## src/rtl/nfba_pkg.sv

```systemverilog
// ----------------------------------------------------------------------------
// nfba_pkg: shared types and constants of the next-fit block allocator
// Field widths, operation and status codes, and the response struct.
// ----------------------------------------------------------------------------
package nfba_pkg;

  localparam int DEF_NUM_BLOCKS  = 127;
  localparam int DEF_BLOCK_BYTES = 16;

  localparam int OP_W       = 2;
  localparam int REQ_W      = 11;
  localparam int ADDR_W     = 11;
  localparam int BLK_W      = 7;
  localparam int STAT_W     = 2;
  localparam int HDR_W      = 8;
  localparam int HDR_MAX    = 127;
  localparam int TOTAL_W    = HDR_W + 1;
  localparam int DIVIDEND_W = REQ_W + 1;
  localparam int TDATA_W    = 24;

  typedef enum logic [OP_W-1:0] {
    OP_ALLOC    = 2'd0,
    OP_FREE     = 2'd1,
    OP_COALESCE = 2'd2
  } op_t;

  typedef enum logic [STAT_W-1:0] {
    ST_OK       = 2'd0,
    ST_NOSPACE  = 2'd1,
    ST_BADSIZE  = 2'd2,
    ST_NOTALLOC = 2'd3
  } status_t;

  typedef struct packed {
    logic              valid;
    status_t           status;
    logic [ADDR_W-1:0] addr;
    logic [BLK_W-1:0]  blocks;
  } resp_t;

endpackage

```

## src/rtl/nfba_map_mem.sv

```systemverilog
// ----------------------------------------------------------------------------
// nfba_map_mem: segment header map
// One write port and one registered read port; per-entry valid bits give
// the reset image (first entry holds the block count, the rest zero).
// ----------------------------------------------------------------------------
module nfba_map_mem
  import nfba_pkg::*;
#(
  parameter int NUM_BLOCKS = DEF_NUM_BLOCKS
) (
  input  logic                          clk,
  input  logic                          rst,
  input  logic                          rd_en,
  input  logic [$clog2(NUM_BLOCKS)-1:0] rd_addr,
  output logic [HDR_W-1:0]              rd_data,
  input  logic                          wr_en,
  input  logic [$clog2(NUM_BLOCKS)-1:0] wr_addr,
  input  logic [HDR_W-1:0]              wr_data
);

  localparam int AW = $clog2(NUM_BLOCKS);

  logic [HDR_W-1:0]      mem [NUM_BLOCKS];
  logic [NUM_BLOCKS-1:0] vld;

  always_ff @(posedge clk) begin
    if (wr_en) begin
      mem[wr_addr] <= wr_data;
    end
  end

  always_ff @(posedge clk) begin
    if (rst) begin
      vld <= '0;
    end else if (wr_en) begin
      vld[wr_addr] <= 1'b1;
    end
  end

  always_ff @(posedge clk) begin
    if (rd_en) begin
      if (vld[rd_addr]) begin
        rd_data <= mem[rd_addr];
      end else if (rd_addr == AW'(0)) begin
        rd_data <= HDR_W'(NUM_BLOCKS);
      end else begin
        rd_data <= '0;
      end
    end
  end

endmodule

```

## src/rtl/nfba_div.sv

```systemverilog
// ----------------------------------------------------------------------------
// nfba_div: divider by the block size
// Multiplies by a fixed-point reciprocal of the block size; the quotient is
// ready in the cycle after start and must fit QW bits.
// ----------------------------------------------------------------------------
module nfba_div
  import nfba_pkg::*;
#(
  parameter int BLOCK_BYTES = DEF_BLOCK_BYTES,
  parameter int QW          = 7
) (
  input  logic                  clk,
  input  logic                  rst,
  input  logic                  start,
  input  logic [DIVIDEND_W-1:0] dividend,
  output logic                  done,
  output logic [QW-1:0]         quot
);

  localparam int SH = DIVIDEND_W + $clog2(BLOCK_BYTES);
  localparam int MW = DIVIDEND_W + 2;
  localparam int PW = DIVIDEND_W + MW;
  localparam logic [MW-1:0] RECIP = MW'(((1 << SH) + BLOCK_BYTES - 1) / BLOCK_BYTES);

  logic [PW-1:0] prod;

  assign prod = PW'(dividend) * PW'(RECIP);

  always_ff @(posedge clk) begin
    if (rst) begin
      done <= 1'b0;
    end else begin
      done <= start;
    end
    if (start) begin
      quot <= QW'(prod >> SH);
    end
  end

endmodule

```

## src/rtl/nfba_seq.sv

```systemverilog
// ----------------------------------------------------------------------------
// nfba_seq: allocator sequencer
// Walks the header map next-fit, splits, frees and merges free runs with
// one map read and one map write per cycle.
// ----------------------------------------------------------------------------
module nfba_seq
  import nfba_pkg::*;
#(
  parameter int NUM_BLOCKS  = DEF_NUM_BLOCKS,
  parameter int BLOCK_BYTES = DEF_BLOCK_BYTES
) (
  input  logic                                  clk,
  input  logic                                  rst,
  input  logic                                  in_valid,
  output logic                                  in_ready,
  input  logic [OP_W-1:0]                       in_op,
  input  logic [REQ_W-1:0]                      in_req,
  input  logic [ADDR_W-1:0]                     in_addr,
  input  logic                                  coalesce_on_fail,
  output resp_t                                 resp,
  input  logic                                  resp_ready,
  output logic                                  div_start,
  output logic [DIVIDEND_W-1:0]                 div_dividend,
  input  logic                                  div_done,
  input  logic [$clog2(NUM_BLOCKS+1)-1:0]       div_quot,
  output logic                                  rd_en,
  output logic [$clog2(NUM_BLOCKS)-1:0]         rd_addr,
  input  logic [HDR_W-1:0]                      rd_data,
  output logic                                  wr_en,
  output logic [$clog2(NUM_BLOCKS)-1:0]         wr_addr,
  output logic [HDR_W-1:0]                      wr_data
);

  localparam int AW  = $clog2(NUM_BLOCKS);
  localparam int QW  = $clog2(NUM_BLOCKS + 1);
  localparam int BW  = $clog2(BLOCK_BYTES + 1);
  localparam int SW  = ((AW > QW) ? AW : QW) + 1;
  localparam int IW  = ((AW > HDR_W - 1) ? AW : HDR_W - 1) + 1;
  localparam int PW  = AW + BW;
  localparam int CMP_W = 16;
  localparam logic [CMP_W-1:0] HEAP_BYTES = CMP_W'(BLOCK_BYTES * NUM_BLOCKS);
  localparam logic [AW-1:0]    LAST = AW'(NUM_BLOCKS - 1);

  typedef enum logic [3:0] {
    S_IDLE, S_DIV, S_WSTART, S_WALK, S_SPLIT, S_FCHK,
    S_MSTART, S_MSCAN, S_MFIN, S_RESP
  } state_t;

  state_t              state, state_next;
  logic [QW-1:0]       need, need_next;
  logic [AW-1:0]       ptr, ptr_next;
  logic [AW-1:0]       cnt, cnt_next;
  logic                retried, retried_next;
  logic                is_alloc, is_alloc_next;
  logic [AW-1:0]       idx, idx_next;
  logic                in_run, in_run_next;
  logic [AW-1:0]       head, head_next;
  logic [TOTAL_W-1:0]  total, total_next;
  logic [AW-1:0]       split_addr, split_addr_next;
  logic [HDR_W-1:0]    split_val, split_val_next;
  status_t             res_status, res_status_next;
  logic [ADDR_W-1:0]   res_addr, res_addr_next;
  logic [BLK_W-1:0]    res_blocks, res_blocks_next;

  logic                h_pos;
  logic [HDR_W-2:0]    hlen;
  logic                hit;
  logic [SW-1:0]       walk_sum;
  logic [AW-1:0]       walk_wrap;
  logic [AW-1:0]       ptr_inc;
  logic [IW-1:0]       scan_sum;
  logic [HDR_W-1:0]    total_cap;
  logic [PW-1:0]       gaddr_prod;
  logic [CMP_W-1:0]    req_w;
  logic [CMP_W-1:0]    addr_w;

  assign h_pos      = !rd_data[HDR_W-1] && (rd_data != '0);
  assign hlen       = rd_data[HDR_W-2:0];
  assign hit        = h_pos && (HDR_W'(hlen) >= HDR_W'(need));
  assign walk_sum   = SW'(ptr) + SW'(need);
  assign walk_wrap  = (walk_sum >= SW'(NUM_BLOCKS)) ? AW'(walk_sum - SW'(NUM_BLOCKS))
                                                    : AW'(walk_sum);
  assign ptr_inc    = (ptr == LAST) ? '0 : ptr + AW'(1);
  assign scan_sum   = h_pos ? IW'(idx) + IW'(hlen) : IW'(idx) + IW'(1);
  assign total_cap  = (total > TOTAL_W'(HDR_MAX)) ? HDR_W'(HDR_MAX) : total[HDR_W-1:0];
  assign gaddr_prod = PW'(ptr) * PW'(BLOCK_BYTES);
  assign req_w      = CMP_W'(in_req);
  assign addr_w     = CMP_W'(in_addr);

  always_comb begin
    state_next      = state;
    need_next       = need;
    ptr_next        = ptr;
    cnt_next        = cnt;
    retried_next    = retried;
    is_alloc_next   = is_alloc;
    idx_next        = idx;
    in_run_next     = in_run;
    head_next       = head;
    total_next      = total;
    split_addr_next = split_addr;
    split_val_next  = split_val;
    res_status_next = res_status;
    res_addr_next   = res_addr;
    res_blocks_next = res_blocks;
    in_ready        = 1'b0;
    div_start       = 1'b0;
    div_dividend    = '0;
    rd_en           = 1'b0;
    rd_addr         = ptr;
    wr_en           = 1'b0;
    wr_addr         = ptr;
    wr_data         = '0;
    resp            = '{valid: 1'b0, status: res_status, addr: res_addr,
                        blocks: res_blocks};

    case (state)
      S_IDLE: begin
        in_ready = 1'b1;
        if (in_valid) begin
          res_status_next = ST_OK;
          res_addr_next   = '0;
          res_blocks_next = '0;
          retried_next    = 1'b0;
          is_alloc_next   = 1'b0;
          case (op_t'(in_op))
            OP_ALLOC: begin
              is_alloc_next = 1'b1;
              if (in_req == '0 || req_w > HEAP_BYTES) begin
                res_status_next = ST_BADSIZE;
                state_next      = S_RESP;
              end else begin
                div_start    = 1'b1;
                div_dividend = DIVIDEND_W'(in_req) + DIVIDEND_W'(BLOCK_BYTES - 1);
                state_next   = S_DIV;
              end
            end
            OP_FREE: begin
              if (addr_w >= HEAP_BYTES) begin
                res_status_next = ST_NOTALLOC;
                state_next      = S_RESP;
              end else begin
                div_start    = 1'b1;
                div_dividend = DIVIDEND_W'(in_addr);
                state_next   = S_DIV;
              end
            end
            OP_COALESCE: begin
              state_next = S_MSTART;
            end
            default: begin
              state_next = S_RESP;
            end
          endcase
        end
      end

      S_DIV: begin
        if (div_done) begin
          need_next = div_quot;
          if (is_alloc) begin
            state_next = S_WSTART;
          end else begin
            rd_en      = 1'b1;
            rd_addr    = AW'(div_quot);
            state_next = S_FCHK;
          end
        end
      end

      S_WSTART: begin
        rd_en      = 1'b1;
        rd_addr    = ptr;
        cnt_next   = '0;
        state_next = S_WALK;
      end

      S_WALK: begin
        if (hit) begin
          wr_en           = 1'b1;
          wr_addr         = ptr;
          wr_data         = HDR_W'(0) - HDR_W'(need);
          ptr_next        = walk_wrap;
          res_addr_next   = ADDR_W'(gaddr_prod);
          res_blocks_next = BLK_W'(need);
          res_status_next = ST_OK;
          if (HDR_W'(hlen) > HDR_W'(need) && walk_sum < SW'(NUM_BLOCKS)) begin
            split_addr_next = AW'(walk_sum);
            split_val_next  = HDR_W'(hlen) - HDR_W'(need);
            state_next      = S_SPLIT;
          end else begin
            state_next = S_RESP;
          end
        end else begin
          ptr_next = ptr_inc;
          cnt_next = cnt + AW'(1);
          if (cnt == LAST) begin
            if (coalesce_on_fail && !retried) begin
              retried_next = 1'b1;
              state_next   = S_MSTART;
            end else begin
              res_status_next = ST_NOSPACE;
              state_next      = S_RESP;
            end
          end else begin
            rd_en   = 1'b1;
            rd_addr = ptr_inc;
          end
        end
      end

      S_SPLIT: begin
        wr_en      = 1'b1;
        wr_addr    = split_addr;
        wr_data    = split_val;
        state_next = S_RESP;
      end

      S_FCHK: begin
        if (rd_data[HDR_W-1]) begin
          wr_en   = 1'b1;
          wr_addr = AW'(need);
          wr_data = HDR_W'(0) - rd_data;
        end else begin
          res_status_next = ST_NOTALLOC;
        end
        state_next = S_RESP;
      end

      S_MSTART: begin
        rd_en       = 1'b1;
        rd_addr     = '0;
        idx_next    = '0;
        in_run_next = 1'b0;
        state_next  = S_MSCAN;
      end

      S_MSCAN: begin
        if (h_pos) begin
          wr_en       = 1'b1;
          wr_addr     = idx;
          wr_data     = '0;
          in_run_next = 1'b1;
          if (!in_run) begin
            head_next  = idx;
            total_next = TOTAL_W'(hlen);
          end else begin
            total_next = total + TOTAL_W'(hlen);
          end
        end else if (in_run) begin
          wr_en       = 1'b1;
          wr_addr     = head;
          wr_data     = total_cap;
          in_run_next = 1'b0;
        end
        if (scan_sum >= IW'(NUM_BLOCKS)) begin
          if (h_pos) begin
            state_next = S_MFIN;
          end else if (is_alloc) begin
            state_next = S_WSTART;
          end else begin
            state_next = S_RESP;
          end
        end else begin
          rd_en    = 1'b1;
          rd_addr  = AW'(scan_sum);
          idx_next = AW'(scan_sum);
        end
      end

      S_MFIN: begin
        wr_en       = 1'b1;
        wr_addr     = head;
        wr_data     = total_cap;
        in_run_next = 1'b0;
        state_next  = is_alloc ? S_WSTART : S_RESP;
      end

      S_RESP: begin
        resp.valid = 1'b1;
        if (resp_ready) begin
          state_next = S_IDLE;
        end
      end

      default: begin
        state_next = S_IDLE;
      end
    endcase
  end

  always_ff @(posedge clk) begin
    if (rst) begin
      state    <= S_IDLE;
      ptr      <= '0;
      retried  <= 1'b0;
      is_alloc <= 1'b0;
      in_run   <= 1'b0;
    end else begin
      state    <= state_next;
      ptr      <= ptr_next;
      retried  <= retried_next;
      is_alloc <= is_alloc_next;
      in_run   <= in_run_next;
    end
    need       <= need_next;
    cnt        <= cnt_next;
    idx        <= idx_next;
    head       <= head_next;
    total      <= total_next;
    split_addr <= split_addr_next;
    split_val  <= split_val_next;
    res_status <= res_status_next;
    res_addr   <= res_addr_next;
    res_blocks <= res_blocks_next;
  end

endmodule

```

## src/rtl/next_fit_block_allocator_unit.sv

```systemverilog
// ----------------------------------------------------------------------------
// next_fit_block_allocator_unit: next-fit block allocator
// Requests enter on s_axis (op in tuser, sizes in tdata); one response per
// request leaves on m_axis. The cfg channel writes coalesce_on_fail.
//
// Each item is served from the header map, with one read and one write per
// cycle, and a registered reciprocal divide by the block size. An allocate
// divides the size, then walks up to NUM_BLOCKS entries from the walk
// pointer and writes the header, plus one more write when the free run is
// split; a failed walk with coalescing enabled adds a merge pass and a
// second walk. A free divides the address, reads the header and restores
// it if allocated; a coalesce is one merge pass; bad size, out-of-range
// free and unused op go straight to the response.
// One item is processed at a time; s_axis_tready is high while idle, and
// the next item can be accepted in the cycle after the response is loaded.
// The response sits in an output register, so a new item is accepted while
// the receiver stalls; the sequencer holds its next response until it drains.
// Reset clears the map to one free run of NUM_BLOCKS blocks, the walk
// pointer to zero and coalesce_on_fail to one.
// ----------------------------------------------------------------------------
module next_fit_block_allocator_unit
  import nfba_pkg::*;
#(
  parameter int NUM_BLOCKS  = DEF_NUM_BLOCKS,
  parameter int BLOCK_BYTES = DEF_BLOCK_BYTES
) (
  input  logic               clk,
  input  logic               rst,
  input  logic               s_axis_tvalid,
  output logic               s_axis_tready,
  input  logic [TDATA_W-1:0] s_axis_tdata,   // req_bytes[10:0], seg_addr[21:11]
  input  logic [OP_W-1:0]    s_axis_tuser,   // op[1:0]
  output logic               m_axis_tvalid,
  input  logic               m_axis_tready,
  output logic [TDATA_W-1:0] m_axis_tdata,   // granted_addr[10:0], granted_blocks[17:11]
  output logic [STAT_W-1:0]  m_axis_tuser,   // status[1:0]
  input  logic               cfg_valid,
  output logic               cfg_ready,
  input  logic               cfg_data
);

  localparam int AW = $clog2(NUM_BLOCKS);
  localparam int QW = $clog2(NUM_BLOCKS + 1);

  logic                  coalesce_on_fail;
  resp_t                 resp;
  logic                  resp_ready;
  logic                  div_start;
  logic [DIVIDEND_W-1:0] div_dividend;
  logic                  div_done;
  logic [QW-1:0]         div_quot;
  logic                  rd_en;
  logic [AW-1:0]         rd_addr;
  logic [HDR_W-1:0]      rd_data;
  logic                  wr_en;
  logic [AW-1:0]         wr_addr;
  logic [HDR_W-1:0]      wr_data;

  assign cfg_ready  = 1'b1;
  assign resp_ready = !m_axis_tvalid || m_axis_tready;

  always_ff @(posedge clk) begin
    if (rst) begin
      coalesce_on_fail <= 1'b1;
    end else if (cfg_valid && cfg_ready) begin
      coalesce_on_fail <= cfg_data;
    end
  end

  always_ff @(posedge clk) begin
    if (rst) begin
      m_axis_tvalid <= 1'b0;
    end else if (resp_ready) begin
      m_axis_tvalid <= resp.valid;
    end
    if (resp.valid && resp_ready) begin
      m_axis_tdata <= TDATA_W'({resp.blocks, resp.addr});
      m_axis_tuser <= resp.status;
    end
  end

  nfba_seq #(
    .NUM_BLOCKS  (NUM_BLOCKS),
    .BLOCK_BYTES (BLOCK_BYTES)
  ) u_seq (
    .clk              (clk),
    .rst              (rst),
    .in_valid         (s_axis_tvalid),
    .in_ready         (s_axis_tready),
    .in_op            (s_axis_tuser),
    .in_req           (s_axis_tdata[REQ_W-1:0]),
    .in_addr          (s_axis_tdata[REQ_W+ADDR_W-1:REQ_W]),
    .coalesce_on_fail (coalesce_on_fail),
    .resp             (resp),
    .resp_ready       (resp_ready),
    .div_start        (div_start),
    .div_dividend     (div_dividend),
    .div_done         (div_done),
    .div_quot         (div_quot),
    .rd_en            (rd_en),
    .rd_addr          (rd_addr),
    .rd_data          (rd_data),
    .wr_en            (wr_en),
    .wr_addr          (wr_addr),
    .wr_data          (wr_data)
  );

  nfba_div #(
    .BLOCK_BYTES (BLOCK_BYTES),
    .QW          (QW)
  ) u_div (
    .clk      (clk),
    .rst      (rst),
    .start    (div_start),
    .dividend (div_dividend),
    .done     (div_done),
    .quot     (div_quot)
  );

  nfba_map_mem #(
    .NUM_BLOCKS (NUM_BLOCKS)
  ) u_map (
    .clk     (clk),
    .rst     (rst),
    .rd_en   (rd_en),
    .rd_addr (rd_addr),
    .rd_data (rd_data),
    .wr_en   (wr_en),
    .wr_addr (wr_addr),
    .wr_data (wr_data)
  );

endmodule

```

## config.mk

```make
export PLATFORM = sky130hd
export DESIGN_NAME = next_fit_block_allocator_unit
export DESIGN_NICKNAME = d
export VERILOG_FILES = /design/src/rtl/nfba_pkg.sv /design/src/rtl/nfba_map_mem.sv /design/src/rtl/nfba_div.sv /design/src/rtl/nfba_seq.sv /design/src/rtl/next_fit_block_allocator_unit.sv
export SDC_FILE = /design/constraint.sdc
export NUM_CORES = 2
export LEC_CHECK = 0
export BUFFER_PORTS_ARGS = -buffer_cell sky130_fd_sc_hd__buf_2
export CORE_MARGIN = 1.5
export CORE_UTILIZATION = 42
export DETAILED_ROUTE_END_ITERATION = 8
export HOLD_SLACK_MARGIN = 0.03
export PLACE_DENSITY = 0.54
export SLEW_MARGIN = 20
export SYNTH_ARGS = -nofsm -noshare
export SYNTH_HDL_FRONTEND = slang
export SYNTH_SLANG_ARGS = --single-unit
```

## constraint.sdc

```tcl
create_clock -name clk -period 7.3 [get_ports clk]
set_clock_uncertainty 0.2 [all_clocks]
set_input_delay 1.46 -clock clk [delete_from_list [all_inputs] [get_ports clk]]
set_output_delay 1.46 -clock clk [all_outputs]
set_load 0.02 [all_outputs]
```

Word-level counts from Yosys, hierarchy flattened
Memory sizes are Yosys's and may differ from the RTL's.
Cells that the tools add are included.

word-level totals
  register bits = 251
  RAM bits = 1016
  output and inout port bits = 29
  logic and storage cells = 202
  memories kept = 1

memory list
  memory     words  bits a word  rd ports  clocked after Yosys merged registers in  write ports  RTL line            RTL
  u_map.mem  127    8            1         0                                        1            nfba_map_mem.sv:23  logic [HDR_W-1:0] mem [NUM_BLOCKS];

operators by class
  add/subtract/negate cells = 11
  $lt $le $gt $ge = 11
  equality and inequality tests = 25
  muxes and demuxes = 92
  bitwise logic cells = 2
  reductions and logical operators = 36

operators with widths
  cell                                                   number
  bitwise OR 127 bit                                     1
  2-to-1 mux 7 bit                                       17
  2-to-1 mux 8 bit                                       7
  one-hot mux 7 bit (4 select lines)                     2
  2-to-1 mux 4 bit                                       12
  2-to-1 mux 11 bit                                      4
  one-hot mux 11 bit (2 select lines)                    2
  one-hot mux 7 bit (2 select lines)                     3
  one-hot mux 8 bit (5 select lines)                     1
  one-hot mux 4 bit (9 select lines)                     1
  2-to-1 mux 1 bit                                       25
  adder 7 x 7 -> 8 bit                                   2
  equality test 4 x 3 -> 1 bit, second input constant    4
  >= comparator 8 x 7 -> 1 bit, second input constant    2
  < comparator 7 x 8 -> 1 bit, second input constant     2
  AND reduction 5 bit                                    3
  adder 7 x 1 -> 7 bit, second input constant            2
  equality test 7 bit, second input constant             2
  2-to-1 mux 2 bit                                       7
  one-hot mux 4 bit (3 select lines)                     1
  adder 11 x 4 -> 11 bit, second input constant          1
  >= comparator 11 bit, second input constant            1
  greater-than comparator 11 bit, second input constant  1
  zero test 11 bit                                       1
  other kinds (40)                                       73

Longest topological paths before layout
  word-level depth = 9
  gate-level depth with buffers = 27
  depth with buffers taken out = 22

Modules after synthesis
From an unflattened synthesis, not the netlist that was laid out.

second synthesis, totals
  cell total of the unflattened synthesis = 3178
  area total of the unflattened synthesis = 52280.1 um^2

by module, submodules not included
  module                         instances  cells an instance  area an instance (um^2)  sequential area each (um^2)
  nfba_map_mem                   1          2392               44666.6                  33291.9
  nfba_seq                       1          740                6625.1                   2322.2
  next_fit_block_allocator_unit  1          37                 744.5                    640.6
  nfba_div                       1          9                  244.0                    230.2

Worst setup path before layout
Ideal clock, no wire load.

  kind = register to register
  start point = register u_map.rd_data[0]
  end point = memory u_map.mem[0][7], data pin
  setup time = 892 ps
  arrival = 5651 ps
  data required time = 6208 ps
  slack = 558 ps
  stages on the path, launching flop included = 11
  clock period less this slack = 6742 ps
  cells stage by stage = edfxtp_1 > inv_1 > ha_1 > fa_1 > nand2b_1 > a21oi_1 > nor3_1 > nor2_1 > clkbuf_1 > nand2_1 > o22ai_1

between the ends
  word-level cells in the longest chain between the ends = 5
  elaborated cells on any way between the ends = 9

RTL lines
  item                                                                               RTL line            RTL
  start, declared                                                                    nfba_map_mem.sv:15  output logic [HDR_W-1:0] rd_data,
  start signal, assigned                                                             nfba_map_mem.sv:43  rd_data <= mem[rd_addr];
  start signal, assigned                                                             nfba_map_mem.sv:45  rd_data <= HDR_W'(NUM_BLOCKS);
  parallel branches: the longest is 4 deep, another holds subtractor 1 x 8 -> 8 bit  n/a
  one-hot mux 8 bit (5 select lines) *                                               nfba_seq.sv:117     case (state)
  named net u_map.wr_data[7]                                                         nfba_map_mem.sv:18  input logic [HDR_W-1:0] wr_data
  end, declared                                                                      nfba_map_mem.sv:23

Mark *: on every way through the listed nets, which the timed path passes.

Final worst setup path
  start point = register u_map.rd_data[0]
  end point = register u_map.rd_data[6], data pin

between the ends
  word-level cells in the longest chain between the ends = 9
  elaborated cells on any way between the ends = 16

RTL lines
  item                                                                          RTL line                                RTL
  parallel branches: the longest is 5 deep, another holds adder 7 x 7 -> 8 bit  n/a
  one-hot mux 7 bit (4 select lines) *                                          nfba_seq.sv:117
  binary-select mux 1 bit (select 7 bit) or zero test 7 bit (tied branches)     nfba_map_mem.sv:42, nfba_map_mem.sv:44
  2-to-1 mux 1 bit (implied by the code) or 2-to-1 mux 7 bit (tied branches)    nfba_map_mem.sv:42, nfba_map_mem.sv:44
  2-to-1 mux 8 bit *                                                            nfba_map_mem.sv:42                      if (vld[rd_addr]) begin

Mark *: on every way between the ends. The select of a mux whose other input is x is not followed.
A chain may end at the register's enable or synchronous reset.

==> flow_summary_export.csv <==
group,metric,value,unit
sta,fin_hold_ws,217,ps
yosys,synth_top_family_by_area,"simple AND/OR/NAND/NOR gates",
yosys,synth_area_leaders,"edfxtp_1 62%, nand2_1 6.4%, dfxtp_1 5.4%",
sta,rsz0062_at_grt,"no",
clocking,htreeDepth,4,
die,initial_core_util,0.423,
place,gp_congestion,0.885,
yosys,synth_xor_area_frac,0.00717,
sta,max_clock_freq,0.143,GHz
yosys,synth_top_area_share,0.623,
cells_and_area,drive_gt1_frac,0.128,
min_path,min_to,"m_axis_tdata[8]$_DFFE_PP_",
die,core,127000,µm²
yosys,syn_inst,4526,
min_path,hp-start,"u_seq.res_addr[8]$_SDFFCE_PN0P_",
detailed_routing,detail_route.wl_per_cell,27.9,µm
setup_path,startpoint_type,"flop",
setup_path,ff2ff_path_depth,25,
cells_and_area,final_cells,6498,
sta,timing.setup.tns,0,ps
detailed_routing,ant_nets,0,
pwr,finalPower,0.0234,W
setup_path,reg2reg_from,"u_map.rd_data[0]$_DFFE_PP_",
clocking,clk_latency,780,ps
min_path,min-delay-path-class,"flop to flop",
sta,setup_slack,283,ps
yosys,netlist_area,53700,µm²
yosys,yosysSeqAreaShare,0.677,
detailed_routing,firstDrtPassIters,6,
sta,finalHoldViolations,0,
place,place_ws,177,ps
yosys,synth_warnings,0,
place,port_buffers,43,
die,ios,61,
grt,overflow,0,
yosys,yosys.area_share.simple,0.158,
grt,grt_max_degree,128,
yosys,async_flop_share,0,
clocking,cts_buffer_depth,3,
yosys,synth.ff_latch_count,1259,
detailed_routing,wl,181000,µm
clocking,postCtsHoldBufs,0,
yosys,synth_ff_type,"edfxtp_1",
pwr,power_density,375,nW/µm²
sta,layout_min_cycle_time,7020,ps
sta,worstMarginPinSlew,1170,ps
place,dp.cells,6239,
grt,antenna_found_initial,1,
pwr,p_leak,21.7,nW
sta,finalSetupViolCount,0,
yosys,synth_edf_count,1115,
sta,period_share,0.961,
detailed_routing,vias,38700,
sta,slew_viol_final,0,
yosys,synth_area_per_cell,11.9,µm²
setup_path,setup.worst_path.class,"flop to flop",
die,die_h,361,µm
setup_path,cp_data_arrival_time,7330,ps
status,status,"complete, no violations",
die,die_w,361,µm
clocking,cts_tree,"yes",
sta,slew_headroom,0.216,
pwr,ir_drop,0.378,mV
setup_path,required,7610,ps
setup_path,crit-reg2reg-capture,"u_map.rd_data[6]$_DFFE_PP_",
setup_path,crit_fanout,46,
yosys,synth-compound-area-share,0.100,
setup_path,rrSetupSlack,280,ps
yosys,synth_fa_ha_area_frac,0.00964,
cells_and_area,layout.nets,4794,
die,die-area,130000,µm²
grt,grt_pass1_vias,36500,
min_path,whs_path_depth,0,
yosys,synthMuxAreaShare,0.0185,
yosys,yosysTopAreaCell,"edfxtp_1",
die,row_count,131,
clocking,path_clk_slew,60,ps
detailed_routing,drt_iter0_drc,5093,
detailed_routing,drc,0,
clocking,clock_sinks,1259,
yosys,synth.distinct_cells,89,
cells_and_area,areaGrowthSynthToFinish,16.1,%
clocking,cts_root_buffer,"clkbuf_16",
grt,grt_first_pass_wirelength,262000,µm
grt,grtUsageTotal,0.276,
run,maxCapViolCount,0,
detailed_routing,vias_per_cell,5.95,
place,hpwl,114000,µm
setup_path,cp-end-kind,"flop",
clocking,cts_buffers,140,
==> sequential cells by signal, summed over array words and instances, names as in the netlist, 2 cells and up <==
register	cells
u_seq.idx	7
u_map.vld	127
u_seq.total	9
u_seq.res_status	2
u_seq.ptr	7
u_map.mem	1016
u_seq.state	4
u_seq.split_val	8
u_seq.cnt	7
u_seq.res_addr	7
u_seq.res_blocks	7
u_seq.split_addr	7
u_map.rd_data	8
m_axis_tdata	14
m_axis_tuser	2
u_seq.head	7
u_seq.need	7
u_div.quot	7
==> layer usage <==
layer	vias to the layer above	global-route usage	routed length, µm
met1	19200	0.392	76000
li1	17100	-	-
met4	0	0.106	6870
met3	351	0.0517	17200
met5	-	0	0
met2	1956	0.419	81100
==> placed cells by master (no fill, tap or decap), types with 15 or more instances in the layout <==
cell type	synthesis	final
buf_12	0	46
clkbuf_1	144	30
nor3_1	43	37
a32oi_1	38	38
nand3_1	323	323
a21oi_1	209	205
and2_1	19	19
a2111oi_0	42	38
nor2b_1	24	23
nand2_1	922	915
xor2_1	20	20
o211ai_1	24	24
clkbuf_16	0	140
clkinv_2	0	18
inv_1	42	42
o21ai_0	85	85
buf_2	97	42
a221oi_1	25	25
nand2b_1	15	15
a31oi_1	70	70
dfxtp_1	144	144
nand4_1	31	31
xnor2_1	24	24
a211oi_1	46	46
buf_4	30	258
clkinv_1	0	23
a311oi_1	90	90
ha_1	35	35
mux2i_1	89	88
edfxtp_1	1115	1115
nor2_1	433	424
and3_1	109	109
o21ai_1	20	16
==> worst max-delay path, stage by stage (launching register included) <==
cell       delay, ps
edfxtp_1         420
inv_1            170
ha_1             190
nor2b_2          280
a31oi_4          130
nand2_1          100
ha_1             180
inv_1             70
fa_1             430
nor2b_1          230
o21ai_0          190
a311oi_4         450
o41ai_2          130
or2_4            300
o2111ai_4        410
nand2_8          170
buf_12           220
buf_4            340
a2111oi_2        460
a311oi_1          90
o21ai_1          320
a21oi_1          110
a41o_1           340
o31ai_1          470
buf_4            230
mux2i_1           70
==> Yosys cell counts, drive strengths merged (31+ instances only) <==
library cell  count
edfxtp         1115
a211oi           46
mux2i            90
o21ai           106
a31oi            71
buf             158
a311oi           91
clkbuf          144
nor3             45
ha               35
nand4            31
a32oi            39
dfxtp           144
a21oi           210
inv              44
and3            109
a2111oi          42
nor2            433
nand3           323
nand2           923
==> report_power, final <==
part	leakage, nW	switching (W)	internal [W]	total [W]
sequential	11.5	0.0000878	0.00860	0.00868
clock	2.22	0.00299	0.00414	0.00713
combinational	7.97	0.00538	0.00221	0.00759
total	21.7	0.00845	0.0149	0.0234
==> per-stage QoR <==
stage                     utilization  cell area, µm²
final                           0.491           62400
after global routing            0.491           62400
after CTS                       0.490           62300
after detailed placement        0.454           57700
after global placement          0.454           57700
after floorplan                     -           53800
==> worst max-delay path by stage <==
stage | to | slack, ps | startpoint | cells past startpoint
after CTS | u_map.rd_data[6]$_DFFE_PP_ | 150 | u_map.rd_data[0]$_DFFE_PP_ | 25
after global placement | u_map.rd_data[5]$_DFFE_PP_ | 110 | u_map.rd_data[0]$_DFFE_PP_ | 24
after detailed placement | u_map.rd_data[6]$_DFFE_PP_ | 180 | u_map.rd_data[0]$_DFFE_PP_ | 25
final | u_map.rd_data[6]$_DFFE_PP_ | 280 | u_map.rd_data[0]$_DFFE_PP_ | 25
after global routing | u_map.rd_data[6]$_DFFE_PP_ | 20 | u_map.rd_data[0]$_DFFE_PP_ | 25
after floorplan | u_map.mem[0][7]$_DFFE_PP_ | 560 | u_map.rd_data[0]$_DFFE_PP_ | 10
==> layout make-up <==
type                    instances  area, µm²
fillers                     11300      64800
multi-input cells            2930      16100
well taps                    1662       2080
inverters                      44        165
clock inverters                75        841
diodes                          1       2.50
clock buffers                 179       3740
repair buffers                348       3120
flip-flops and latches       1259      36400
==> cells by family after synthesis <==
family | count (synthesis)
other cells | 2
flops | 1259
buf+inv | 346
mux | 98
fa+ha+maj | 39
simple gates | 1963
compound gates | 775
xor+xnor | 44
==> timing repair <==
action                                  CTS  global route
endpoints found under the setup margin    0             8
hold endpoints to repair                  0             0
gates resized for setup                   0             8
setup buffers                             0             3
No activity file was read; power rests on OpenSTA's default activity.
